<file path="src/hdl/irdq_pkg.sv">
package irdq_pkg;

    localparam int DEPTH_DEFAULT = 16;
    localparam int VALUE_W       = 32;
    localparam int OPCODE_W      = 2;
    localparam int STATUS_W      = 2;

    typedef enum logic [OPCODE_W-1:0] {
        OP_INSERT    = 2'd0,
        OP_DEL_FRONT = 2'd1,
        OP_DEL_REAR  = 2'd2,
        OP_DUMP      = 2'd3
    } op_t;

    typedef enum logic [STATUS_W-1:0] {
        ST_OK    = 2'd0,
        ST_EMPTY = 2'd1,
        ST_FULL  = 2'd2
    } status_t;

    typedef enum logic {
        CMD_STATUS = 1'b0,
        CMD_DUMP   = 1'b1
    } cmd_kind_t;

    // Work handed from the front part to the back part
    typedef struct packed {
        cmd_kind_t kind;
        status_t   status;
    } cmd_t;

    typedef enum logic {
        BK_IDLE = 1'b0,
        BK_DUMP = 1'b1
    } back_state_t;

endpackage

</file>
<file path="src/hdl/irdq_ram.sv">
module irdq_ram #(
    parameter int WIDTH = 32,
    parameter int DEPTH = 16
) (
    input  logic                     aclk,
    input  logic                     wr_en,
    input  logic [$clog2(DEPTH)-1:0] wr_addr,
    input  logic [WIDTH-1:0]         wr_data,
    input  logic                     rd_en,
    input  logic [$clog2(DEPTH)-1:0] rd_addr,
    output logic [WIDTH-1:0]         rd_data
);

    logic [WIDTH-1:0] mem_reg [DEPTH];
    logic [WIDTH-1:0] rd_data_reg;

    always_ff @(posedge aclk) begin
        if (wr_en) begin
            mem_reg[wr_addr] <= wr_data;
        end
        if (rd_en) begin
            rd_data_reg <= mem_reg[rd_addr];
        end
    end

    assign rd_data = rd_data_reg;

endmodule

</file>
<file path="src/hdl/irdq_fifo.sv">
module irdq_fifo #(
    parameter int WIDTH = 8
) (
    input  logic             aclk,
    input  logic             aresetn,
    input  logic             push_valid,
    output logic             push_ready,
    input  logic [WIDTH-1:0] push_data,
    output logic             pop_valid,
    input  logic             pop_ready,
    output logic [WIDTH-1:0] pop_data
);

    // Two-entry command queue
    logic [WIDTH-1:0] slot_reg [2];
    logic             wr_ptr_reg, wr_ptr_next;
    logic             rd_ptr_reg, rd_ptr_next;
    logic [1:0]       fill_reg, fill_next;
    logic             do_push, do_pop;

    assign push_ready = (fill_reg != 2'd2);
    assign pop_valid  = (fill_reg != 2'd0);
    assign pop_data   = slot_reg[rd_ptr_reg];
    assign do_push    = push_valid && push_ready;
    assign do_pop     = pop_valid && pop_ready;

    always_comb begin
        wr_ptr_next = do_push ? ~wr_ptr_reg : wr_ptr_reg;
        rd_ptr_next = do_pop ? ~rd_ptr_reg : rd_ptr_reg;
        fill_next   = fill_reg;
        if (do_push && !do_pop) begin
            fill_next = fill_reg + 2'd1;
        end else if (do_pop && !do_push) begin
            fill_next = fill_reg - 2'd1;
        end
    end

    always_ff @(posedge aclk) begin
        if (!aresetn) begin
            wr_ptr_reg <= 1'b0;
            rd_ptr_reg <= 1'b0;
            fill_reg   <= 2'd0;
        end else begin
            wr_ptr_reg <= wr_ptr_next;
            rd_ptr_reg <= rd_ptr_next;
            fill_reg   <= fill_next;
        end
    end

    always_ff @(posedge aclk) begin
        if (do_push) begin
            slot_reg[wr_ptr_reg] <= push_data;
        end
    end

endmodule

</file>
<file path="src/hdl/irdq_front.sv">
module irdq_front #(
    parameter int DEPTH = 16
) (
    input  logic                                aclk,
    input  logic                                aresetn,
    input  logic                                s_tvalid,
    output logic                                s_tready,
    input  logic [irdq_pkg::OPCODE_W-1:0]       s_tuser,
    input  logic [irdq_pkg::VALUE_W-1:0]        s_tdata,
    output logic                                push_valid,
    input  logic                                push_ready,
    output irdq_pkg::cmd_t                      push_cmd,
    output logic [$clog2(DEPTH)-1:0]            push_start,
    output logic [$clog2(DEPTH+1)-1:0]          push_count,
    output logic                                ram_wr_en,
    output logic [$clog2(DEPTH)-1:0]            ram_wr_addr,
    output logic [irdq_pkg::VALUE_W-1:0]        ram_wr_data,
    input  logic                                dump_done
);

    import irdq_pkg::*;

    localparam int IDX_W = $clog2(DEPTH);
    localparam int CNT_W = $clog2(DEPTH + 1);
    localparam int SUM_W = CNT_W + 1;

    logic [IDX_W-1:0] front_reg, front_next;
    logic [CNT_W-1:0] count_reg, count_next;
    logic             dump_busy_reg, dump_busy_next;
    logic             accept;
    logic [SUM_W-1:0] rear_sum, inc_sum;
    logic [IDX_W-1:0] rear_idx, front_inc;
    op_t              op;

    assign s_tready = push_ready && !dump_busy_reg;
    assign accept   = s_tvalid && s_tready;
    assign op       = op_t'(s_tuser);

    // Ring position of the first free slot and of the entry after the front
    assign rear_sum  = SUM_W'(front_reg) + SUM_W'(count_reg);
    assign rear_idx  = (rear_sum >= SUM_W'(DEPTH)) ? IDX_W'(rear_sum - SUM_W'(DEPTH))
                                                   : IDX_W'(rear_sum);
    assign inc_sum   = SUM_W'(front_reg) + SUM_W'(1);
    assign front_inc = (inc_sum >= SUM_W'(DEPTH)) ? IDX_W'(inc_sum - SUM_W'(DEPTH))
                                                  : IDX_W'(inc_sum);

    assign ram_wr_addr = rear_idx;
    assign ram_wr_data = s_tdata;
    assign push_start  = front_reg;
    assign push_count  = count_reg;
    assign push_valid  = accept;

    always_comb begin
        front_next      = front_reg;
        count_next      = count_reg;
        dump_busy_next  = dump_busy_reg && !dump_done;
        ram_wr_en       = 1'b0;
        push_cmd.kind   = CMD_STATUS;
        push_cmd.status = ST_OK;
        if (accept) begin
            case (op)
                OP_INSERT: begin
                    if (count_reg == CNT_W'(DEPTH)) begin
                        push_cmd.status = ST_FULL;
                    end else begin
                        ram_wr_en  = 1'b1;
                        count_next = count_reg + CNT_W'(1);
                    end
                end
                OP_DEL_FRONT: begin
                    if (count_reg == '0) begin
                        push_cmd.status = ST_EMPTY;
                    end else begin
                        front_next = front_inc;
                        count_next = count_reg - CNT_W'(1);
                    end
                end
                OP_DEL_REAR: begin
                    if (count_reg == '0) begin
                        push_cmd.status = ST_EMPTY;
                    end else begin
                        count_next = count_reg - CNT_W'(1);
                    end
                end
                OP_DUMP: begin
                    if (count_reg == '0) begin
                        push_cmd.status = ST_EMPTY;
                    end else begin
                        push_cmd.kind  = CMD_DUMP;
                        dump_busy_next = 1'b1;
                    end
                end
                default: begin
                    push_cmd.status = ST_OK;
                end
            endcase
        end
    end

    always_ff @(posedge aclk) begin
        if (!aresetn) begin
            front_reg     <= '0;
            count_reg     <= '0;
            dump_busy_reg <= 1'b0;
        end else begin
            front_reg     <= front_next;
            count_reg     <= count_next;
            dump_busy_reg <= dump_busy_next;
        end
    end

endmodule

</file>
<file path="src/hdl/irdq_back.sv">
module irdq_back #(
    parameter int DEPTH = 16
) (
    input  logic                                aclk,
    input  logic                                aresetn,
    input  logic                                pop_valid,
    output logic                                pop_ready,
    input  irdq_pkg::cmd_t                      pop_cmd,
    input  logic [$clog2(DEPTH)-1:0]            pop_start,
    input  logic [$clog2(DEPTH+1)-1:0]          pop_count,
    output logic                                ram_rd_en,
    output logic [$clog2(DEPTH)-1:0]            ram_rd_addr,
    input  logic [irdq_pkg::VALUE_W-1:0]        ram_rd_data,
    output logic                                dump_done,
    output logic                                m_tvalid,
    input  logic                                m_tready,
    output logic [irdq_pkg::STATUS_W-1:0]       m_tuser,
    output logic [irdq_pkg::VALUE_W-1:0]        m_tdata,
    output logic                                m_tlast
);

    import irdq_pkg::*;

    localparam int IDX_W = $clog2(DEPTH);
    localparam int CNT_W = $clog2(DEPTH + 1);

    back_state_t          state_reg, state_next;
    logic [IDX_W-1:0]     rd_ptr_reg, rd_ptr_next;
    logic [CNT_W-1:0]     remain_reg, remain_next;
    logic                 rd_pending_reg, rd_pending_next;
    logic                 rd_last_reg, rd_last_next;
    logic                 m_valid_reg, m_valid_next;
    status_t              m_status_reg, m_status_next;
    logic [VALUE_W-1:0]   m_data_reg, m_data_next;
    logic                 m_last_reg, m_last_next;
    logic                 out_free, load_rd, issue, do_pop;
    logic [IDX_W:0]       ptr_sum;

    assign out_free  = !m_valid_reg || m_tready;
    assign load_rd   = rd_pending_reg && out_free;
    assign issue     = (state_reg == BK_DUMP) && (remain_reg != '0)
                       && (!rd_pending_reg || load_rd);
    assign pop_ready = (state_reg == BK_IDLE) && ((pop_cmd.kind == CMD_DUMP) || out_free);
    assign do_pop    = pop_valid && pop_ready;
    assign ptr_sum   = (IDX_W+1)'(rd_ptr_reg) + (IDX_W+1)'(1);

    assign ram_rd_en   = issue;
    assign ram_rd_addr = rd_ptr_reg;
    assign dump_done   = load_rd && rd_last_reg;

    assign m_tvalid = m_valid_reg;
    assign m_tuser  = m_status_reg;
    assign m_tdata  = m_data_reg;
    assign m_tlast  = m_last_reg;

    always_comb begin
        state_next      = state_reg;
        rd_ptr_next     = rd_ptr_reg;
        remain_next     = remain_reg;
        rd_pending_next = rd_pending_reg;
        rd_last_next    = rd_last_reg;
        m_valid_next    = m_valid_reg;
        m_status_next   = m_status_reg;
        m_data_next     = m_data_reg;
        m_last_next     = m_last_reg;

        case (state_reg)
            BK_IDLE: begin
                if (do_pop) begin
                    if (pop_cmd.kind == CMD_DUMP) begin
                        state_next  = BK_DUMP;
                        rd_ptr_next = pop_start;
                        remain_next = pop_count;
                    end
                end
            end
            BK_DUMP: begin
                if (issue) begin
                    rd_ptr_next     = (ptr_sum == (IDX_W+1)'(DEPTH)) ? '0 : IDX_W'(ptr_sum);
                    remain_next     = remain_reg - CNT_W'(1);
                    rd_pending_next = 1'b1;
                    rd_last_next    = (remain_reg == CNT_W'(1));
                end else if (load_rd) begin
                    rd_pending_next = 1'b0;
                end
                if (dump_done) begin
                    state_next = BK_IDLE;
                end
            end
            default: begin
                state_next = BK_IDLE;
            end
        endcase

        // Output register: a status word or a read-out entry
        if (do_pop && (pop_cmd.kind == CMD_STATUS)) begin
            m_valid_next  = 1'b1;
            m_status_next = pop_cmd.status;
            m_data_next   = '0;
            m_last_next   = 1'b1;
        end else if (load_rd) begin
            m_valid_next  = 1'b1;
            m_status_next = ST_OK;
            m_data_next   = ram_rd_data;
            m_last_next   = rd_last_reg;
        end else if (m_tready) begin
            m_valid_next = 1'b0;
        end
    end

    always_ff @(posedge aclk) begin
        if (!aresetn) begin
            state_reg      <= BK_IDLE;
            remain_reg     <= '0;
            rd_pending_reg <= 1'b0;
            m_valid_reg    <= 1'b0;
        end else begin
            state_reg      <= state_next;
            remain_reg     <= remain_next;
            rd_pending_reg <= rd_pending_next;
            m_valid_reg    <= m_valid_next;
        end
    end

    always_ff @(posedge aclk) begin
        rd_ptr_reg   <= rd_ptr_next;
        rd_last_reg  <= rd_last_next;
        m_status_reg <= m_status_next;
        m_data_reg   <= m_data_next;
        m_last_reg   <= m_last_next;
    end

endmodule

</file>
<file path="src/hdl/input_restricted_deque.sv">
// Input-restricted deque of DEPTH signed 32-bit entries kept in a ring RAM.
// Each item carries an opcode on s_tuser and a value on s_tdata: insert at
// rear, delete front, delete rear, or dump. Insert and the two deletes give
// one result each with a status on m_tuser (ok, empty, full) and zero data;
// an insert into a full deque is dropped. A dump streams every entry front to
// rear with status ok and m_tlast on the rear entry; a dump of an empty deque
// gives one empty status. All results carry m_tlast on the final result of
// their item. Rate: insert and delete items go through at one per cycle
// while no dump is in progress and the output is not stalled, set by the
// front part's single pointer update and the one-word status path of the
// back part. A dump picks up the command, then reads one entry per cycle
// while the output is not stalled, through the RAM's read register; the
// front part takes no new item from the dump's acceptance until its last
// entry is read, since a later insert could overwrite a slot being read out.
module input_restricted_deque #(
    parameter int DEPTH = irdq_pkg::DEPTH_DEFAULT
) (
    input  logic                            aclk,
    input  logic                            aresetn,
    input  logic                            s_tvalid,
    output logic                            s_tready,
    input  logic [irdq_pkg::VALUE_W-1:0]    s_tdata,   // [31:0] item_value
    input  logic [irdq_pkg::OPCODE_W-1:0]   s_tuser,   // [1:0] opcode
    output logic                            m_tvalid,
    input  logic                            m_tready,
    output logic [irdq_pkg::VALUE_W-1:0]    m_tdata,   // [31:0] entry_value
    output logic [irdq_pkg::STATUS_W-1:0]   m_tuser,   // [1:0] status
    output logic                            m_tlast    // last_of_run
);

    import irdq_pkg::*;

    localparam int IDX_W  = $clog2(DEPTH);
    localparam int CNT_W  = $clog2(DEPTH + 1);
    localparam int CMD_W  = $bits(cmd_t) + IDX_W + CNT_W;

    // Front to queue
    logic             push_valid, push_ready;
    cmd_t             push_cmd;
    logic [IDX_W-1:0] push_start;
    logic [CNT_W-1:0] push_count;

    // Queue to back
    logic             pop_valid, pop_ready;
    logic [CMD_W-1:0] pop_word;
    cmd_t             pop_cmd;
    logic [IDX_W-1:0] pop_start;
    logic [CNT_W-1:0] pop_count;

    // Entry store ports
    logic               ram_wr_en, ram_rd_en;
    logic [IDX_W-1:0]   ram_wr_addr, ram_rd_addr;
    logic [VALUE_W-1:0] ram_wr_data, ram_rd_data;

    logic dump_done;

    irdq_front #(.DEPTH(DEPTH)) u_front (
        .aclk        (aclk),
        .aresetn     (aresetn),
        .s_tvalid    (s_tvalid),
        .s_tready    (s_tready),
        .s_tuser     (s_tuser),
        .s_tdata     (s_tdata),
        .push_valid  (push_valid),
        .push_ready  (push_ready),
        .push_cmd    (push_cmd),
        .push_start  (push_start),
        .push_count  (push_count),
        .ram_wr_en   (ram_wr_en),
        .ram_wr_addr (ram_wr_addr),
        .ram_wr_data (ram_wr_data),
        .dump_done   (dump_done)
    );

    irdq_fifo #(.WIDTH(CMD_W)) u_fifo (
        .aclk       (aclk),
        .aresetn    (aresetn),
        .push_valid (push_valid),
        .push_ready (push_ready),
        .push_data  ({push_cmd, push_start, push_count}),
        .pop_valid  (pop_valid),
        .pop_ready  (pop_ready),
        .pop_data   (pop_word)
    );

    // Unpack the queued command
    assign pop_cmd   = cmd_t'(pop_word[CMD_W-1 -: $bits(cmd_t)]);
    assign pop_start = pop_word[CNT_W +: IDX_W];
    assign pop_count = pop_word[CNT_W-1:0];

    irdq_ram #(.WIDTH(VALUE_W), .DEPTH(DEPTH)) u_ram (
        .aclk    (aclk),
        .wr_en   (ram_wr_en),
        .wr_addr (ram_wr_addr),
        .wr_data (ram_wr_data),
        .rd_en   (ram_rd_en),
        .rd_addr (ram_rd_addr),
        .rd_data (ram_rd_data)
    );

    irdq_back #(.DEPTH(DEPTH)) u_back (
        .aclk        (aclk),
        .aresetn     (aresetn),
        .pop_valid   (pop_valid),
        .pop_ready   (pop_ready),
        .pop_cmd     (pop_cmd),
        .pop_start   (pop_start),
        .pop_count   (pop_count),
        .ram_rd_en   (ram_rd_en),
        .ram_rd_addr (ram_rd_addr),
        .ram_rd_data (ram_rd_data),
        .dump_done   (dump_done),
        .m_tvalid    (m_tvalid),
        .m_tready    (m_tready),
        .m_tuser     (m_tuser),
        .m_tdata     (m_tdata),
        .m_tlast     (m_tlast)
    );

endmodule

</file>
<file path="config.mk">
export PLATFORM = sky130hd
export DESIGN_NAME = input_restricted_deque
export DESIGN_NICKNAME = d
export VERILOG_FILES = /design/src/hdl/irdq_pkg.sv /design/src/hdl/irdq_ram.sv /design/src/hdl/irdq_fifo.sv /design/src/hdl/irdq_front.sv /design/src/hdl/irdq_back.sv /design/src/hdl/input_restricted_deque.sv
export SDC_FILE = /design/constraint.sdc
export NUM_CORES = 1
export LEC_CHECK = 0
export BUFFER_PORTS_ARGS = -buffer_cell sky130_fd_sc_hd__buf_2
export CORE_ASPECT_RATIO = 2
export CORE_MARGIN = 2
export CORE_UTILIZATION = 45
export CTS_CLUSTER_DIAMETER = 30
export DETAILED_ROUTE_END_ITERATION = 6
export PLACE_DENSITY = 0.59
export RECOVER_POWER = 25
export SYNTH_ARGS = -nofsm -noshare
export SYNTH_HDL_FRONTEND = slang
export SYNTH_HIERARCHICAL = 1
export SYNTH_SLANG_ARGS = --single-unit
</file>
<file path="constraint.sdc">
create_clock -name aclk -period 8.25 [get_ports aclk]
set_input_delay 0.4125 -clock aclk [delete_from_list [all_inputs] [get_ports aclk]]
set_output_delay 0.4125 -clock aclk [all_outputs]
set_load 0.02 [all_outputs]
</file>
==> Word level (Yosys, flattened, before mapping) <==
Memories as Yosys holds them, arrays and structs flattened. A register that Yosys moved wholly into a read port is not among the register bits.
Cells that the tools add are included.
{ "totals": {"ff_bits": 62, "ramBits": 536, "in_bits": 38, "output_inout_bits": 37, "word_cells": 129, "n_memories": 2} }
{ "memory_table": {"columns": ["memory", "depth", "word_bits", "rd", "rd_clocked_by_memory_dff", "write_ports", "line", "text"], "rows": [
  ["u_ram.mem_reg", 16, 32, 1, 1, 1, "irdq_ram.sv:14", "logic [WIDTH-1:0] mem_reg [DEPTH];"],
  ["u_fifo.slot_reg", 2, 12, 1, 1, 1, "irdq_fifo.sv:15", "logic [WIDTH-1:0] slot_reg [2];"]
]} }
{ "classes": {"addsub": 10, "n_lt_le_gt_ge": 2, "eq_ne": 12, "n_mux": 45, "n_bitwise": 5, "reduce_logical": 38} }
{ "op_table": {"columns": ["operator", "n"], "rows": [
  ["two-way mux 5 bit", 5],
  ["two-way mux 4 bit", 6],
  ["two-way mux 1 bit", 23],
  ["case mux 5 bit (2 select lines)", 2],
  ["logical AND 1 bit", 13],
  ["adder 4 x 1 -> 5 bit (second input constant)", 2],
  ["== test 5 bit (second input constant)", 2],
  ["two-way mux 2 bit", 5],
  ["!= test 2 bit (second input constant)", 5],
  ["nonzero test 2 bit", 5],
  ["subtractor 5 x 1 -> 5 bit (second input constant)", 2],
  ["case mux 4 bit (2 select lines)", 1],
  ["subtractor 4 x 1 -> 4 bit (second input constant)", 2],
  ["adder 4 x 5 -> 6 bit", 1],
  [">= comparator 6 x 5 -> 1 bit (second input constant)", 1],
  ["logical NOT 1 bit", 6],
  ["AND reduction 3 bit", 2],
  ["adder 5 x 1 -> 5 bit (second input constant)", 1],
  ["== test 5 x 1 -> 1 bit (second input constant)", 1],
  [">= comparator 5 bit (second input constant)", 1],
  ["logical NOT 5 bit", 1],
  ["inverter 1 bit", 5],
  ["nonzero test 5 bit", 1],
  ["== test 2 bit (second input constant)", 2],
  ["14 further kinds", 17]
]} }

==> Logic depth before layout (Yosys ltp) <==
{ "logic_depth": {"word_depth": 9, "mapped_depth": 9, "depth_no_buf": 8} }

==> Cells and area by module <==
The synthesis kept the hierarchy.
{ "by_module_without_submodules": {"columns": ["mod", "n_inst", "cells_each", "area_per_inst_um2", "seq_area_each_um2"], "rows": [
  ["irdq_ram", 1, 838, 20155.6, 16335.7],
  ["irdq_back", 1, 221, 1918.1, 1031.0],
  ["irdq_fifo", 1, 61, 1103.6, 820.8],
  ["irdq_front", 1, 128, 1091.0, 200.2]
]} }

==> Least setup slack after synthesis <==
No wires, ideal clock.
{ "synth_timing": {"path_type": "register to register", "startpoint": "register u_front.count_reg[0] (netlist: u_front/push_count[0])", "endpoint": "memory u_ram.mem_reg[0][0] (enable)", "setup_ns": 0.461, "t_arrival_ns": 3.903, "required_time_ns": 7.789, "slack_ns": 3.886, "stages_incl_launch_ff": 7, "path_buffers": 0, "synth_period_minus_slack_ns": 4.364, "cell_sequence": "dfxtp_1 ha_1 inv_1 fa_1 xnor2_1 or3b_2 nor3_1"} }
{ "synth_between": {"elab_cells_between_ends": 10, "cone_classes": "add/sub (2); order compare (1); eq/ne (1); mux (6)"} }
{ "synth_lines": {"columns": ["item", "line", "text"], "rows": [
  ["start, declared", "irdq_front.sv:28", "logic [CNT_W-1:0] count_reg, count_next;"],
  ["start signal, assigned", "irdq_front.sv:107", "count_reg <= count_next;"],
  ["adder 4 x 5 -> 6 bit *", "irdq_front.sv:40", "assign rear_sum = SUM_W'(front_reg) + SUM_W'(count_reg);"],
  [">= comparator 6 x 5 -> 1 bit / subtractor 4 x 1 -> 4 bit (equally long branches)", "irdq_front.sv:41", "assign rear_idx = (rear_sum >= SUM_W'(DEPTH)) ? IDX_W'(rear_sum - SUM_W'(DEPTH))"],
  ["two-way mux 4 bit *", "irdq_front.sv:41", null],
  ["net ram_wr_addr[2]", "input_restricted_deque.sv:52", "logic [IDX_W-1:0] ram_wr_addr, ram_rd_addr;"],
  ["end, declared", "irdq_ram.sv:14", null]
]} }
The timed path passes the listed nets; every way through them passes the cells marked *.

==> Worst setup path in the final report <==
{ "layout_timing": {"startpoint": "register u_front.count_reg[0] (netlist: u_front/push_count[0])", "endpoint": "memory u_ram.mem_reg[0][8] (enable)"} }
Same word-level chain as after synthesis.

==> metrics.md <==
| Metric | Value |
|---|---|
| Final Hold Viols | `0` |
| Measured slew at the worst slew-check pin | `1.267 ns` |
| Die Wd | `168.2 um` |
| MaxCap Viol Count | `0` |
| Reg2Reg Launch Point | `u_front/push_count[0]$_SDFFE_PN0P_` |
| Crit-path cells | `ha_1 > inv_1 > fa_1 > xnor2_1 > or3b_2 > nor3_2 > buf_4` |
| Hold_ws | `0.2143 ns` |
| Clock slew at reported path FFs | `0.06 ns` |
| HP Class | `input pin to flip-flop` |
| First-pass GRT wire length | `81.06 mm` |
| Cells after Synth | `1248` |
| Critical Path Fanout Max | `21` |
| Final min period | `3.689 ns` |
| DRC | `0` |
| Critical path type | `flip-flop to flip-flop` |
| Syn nets | `1304` |
| Yosys Warn Count | `6` |
| Avg Cell Area, Syn | `19.45 sq um` |
| Max Root-Sink Buffers | `3` |
| Area delta synth->final | `15.45%` |
| Reg2Reg Setup Slack | `4.56 ns` |
| Synth top area share | `0.7115` |
| Clock Sinks | `631` |
| Crit path required time | `8.52 ns` |
| Core Area | `53450 sq um` |
| Post-synthesis sequential area ratio | `0.7577` |
| Layout Nets | `1390` |
| Starting Density | `0.4540` |
| Row count | `120` |
| Largest register FFs | `512` |
| Worst path bufs/invs | `2` |
| CTS tree | `yes` |
| Sum Neg Setup Slack | `0 ns` |
| Mean number of vias per cell | `5.709` |
| Crit path max-delay cell type | `nor3_2` |
| Final Cycle Share | `0.4471` |
| Synth area leader | `edfxtp_1` |
| Peak supply drop | `0.0002876 V` |
| Post-DRT Antenna Nets | `0` |
| GP Congestion | `0.7504` |
| Worst slew margin | `0.1535` |
| Drt first-iter violations | `876` |
| Final setup skew | `0.03175 ns` |
| Post-CTS Setup Inserts | `0` |
| Synth top area cells | `edfxtp_1 (71%), mux4_2 (12%), dfxtp_1 (4.6%), a22oi_1 (2.0%), nand2_1 (1.6%)` |
| Clk_lat worst skew | `0.61 ns` |
| Die height | `332.4 um` |
| Post-CTS resize count | `0` |
| Port Buffers | `74` |
| Critical Path End Type | `flip-flop` |
| Top Family by Delay on Critical Path | `simple AND/OR/NAND/NOR gates` |
| Vias | `11850` |
| Vias in the first global route | `12710` |
| Number of I/O pins | `75` |
| Layout cells sized above 1 | `0.2764` |
| WP data arrival | `3.96 ns` |
| Cts hold-fix bufs | `0` |
| Synth cell types | `61` |
| Total CTS buffers | `79` |
| WL/cell | `26.08 um` |
| Gr usage total | `0.1972` |
| H-tree depth | `3` |
| Outcome | `complete, no violations` |
| Static Leak | `9.206 nW` |
| Clock Tree Root | `clkbuf_16` |
| Beginning of the critical path | `u_front/push_count[0]$_SDFFE_PN0P_` |
| EDFF count, synth | `575` |
| Pin count of the biggest net entering global routing | `131` |
| Min-delay src | `s_tdata[17]` |
| Ys flop type | `edfxtp_1` |
| Post-DP HPWL | `30.39 mm` |
| Max Slew Vio Count | `0` |
| FMAX | `0.2711 GHz` |
| Post-synth ARST share | `0` |
| PwrDens | `330.8 nW/um^2` |
| Initial antenna violation count | `4` |
| Gr ovfl total | `0` |
| Max stage delay on crit path | `0.89 ns` |
| Die Footprint | `55920 sq um` |
| Drt first pass iters | `5` |
| Yosys reg bits | `631` |
| Unrepaired setup endpoints after global routing | `no` |
| Crit start category | `flip-flop` |
| Final setup viols | `0` |
| Drt total wl | `54.13 mm` |
| Mapped Area | `24270 sq um` |
## where the power goes
part	switching, W	total [W]	internal (W)
Sequential	0.000113	0.00385	0.00374
Clock	0.00138	0.00351	0.00213
Combinational	0.00111	0.00191	0.000804
## cells by family after synthesis
logic type / count (synthesis) / share of synthesized area
AO/OA/AOI/OAI: 144 / 0.04001
XOR/XNOR: 13 / 0.004692
adder cells (fa/ha/maj): 18 / 0.009589
buffers and inverters: 107 / 0.02346
flip-flops: 631 / 0.7577
multiplexers: 144 / 0.1261
AND/OR/NAND/NOR: 191 / 0.03851
## Yosys cell counts, drive strengths merged (11+ instances only)
cell type / n
a21oi: 44
a22oi: 66
buf: 62
clkbuf: 29
dfxtp: 56
edfxtp: 575
ha: 17
inv: 16
mux2: 13
mux4: 128
nand2: 104
nand3: 11
nor2: 23
## stage by stage
stage	worst slack [ns]	power, W	instances	cell area [sq um]	util
finish	4.561	0.009268	2075	28020	0.5242
global route	4.409	0.009653	2073	28010	0.5241
CTS	4.577	0.009378	2071	28040	0.5245
detailed placement	4.613	0.005857	1924	25290	0.4732
global placement	4.613	0.005841	1924	25290	0.4732
floorplan	3.886	0.005284	1248	24270	-
## layout make-up
type | count | area, sq um
Fill cell | 4260 | 25430
Sequential cell | 631 | 18390
Multi-Input combinational cell | 510 | 5445
Clock buffer | 94 | 2147
Tap cell | 671 | 839.6
Clock inverter | 53 | 596.8
Timing Repair Buffer | 96 | 530.5
Inverter | 16 | 60.06
Antenna cell | 4 | 10.01
## final timing paths
path / endpoint / cells past startpoint
hold / removal: u_ram/mem_reg[3][17]$_DFFE_PP_ / 1
hold reg to reg: u_back/m_tdata[13]$_SDFFE_PP0P_ / 2
setup reg to reg: u_ram/mem_reg[0][8]$_DFFE_PP_ / 7
setup / recovery: u_ram/mem_reg[0][8]$_DFFE_PP_ / 7
## cells in the final DEF (no fill, tap or decap), types with 3 or more instances in the layout
cell and instances:
nand2_1 104, and3_1 4, a21oi_1 44, buf_2 50, xnor2_1 6, o21a_1 3, clkinv_4 5, clkbuf_16 82
xor2_1 7, or3_1 3, nor2_4 13, edfxtp_1 575, clkinvlp_4 8, nor2_1 10, bufinv_16 7, mux4_2 128
o21ai_0 8, dfxtp_1 56, nor2b_1 5, inv_1 15, a22oi_1 66, inv_6 13, clkbuf_1 31, clkinv_2 9
diode_2 4, nor3_2 4, clkinv_8 3, nand3b_1 7, ha_1 17, and2_1 7, inv_8 6, nand2b_1 6
mux2i_1 3, buf_4 20, clkbuf_8 5, mux2_2 13, nand3_1 10
## routing by layer
metal	up-vias	part of all wire	global-route usage
li1	5178	-	-
met3	85	0.041	0.02939
met2	304	0.55	0.3568
met1	6280	0.38	0.2376
met5	-	0	0
met4	0	0.027	0.07318
Power figures use the tool's default switching activity.
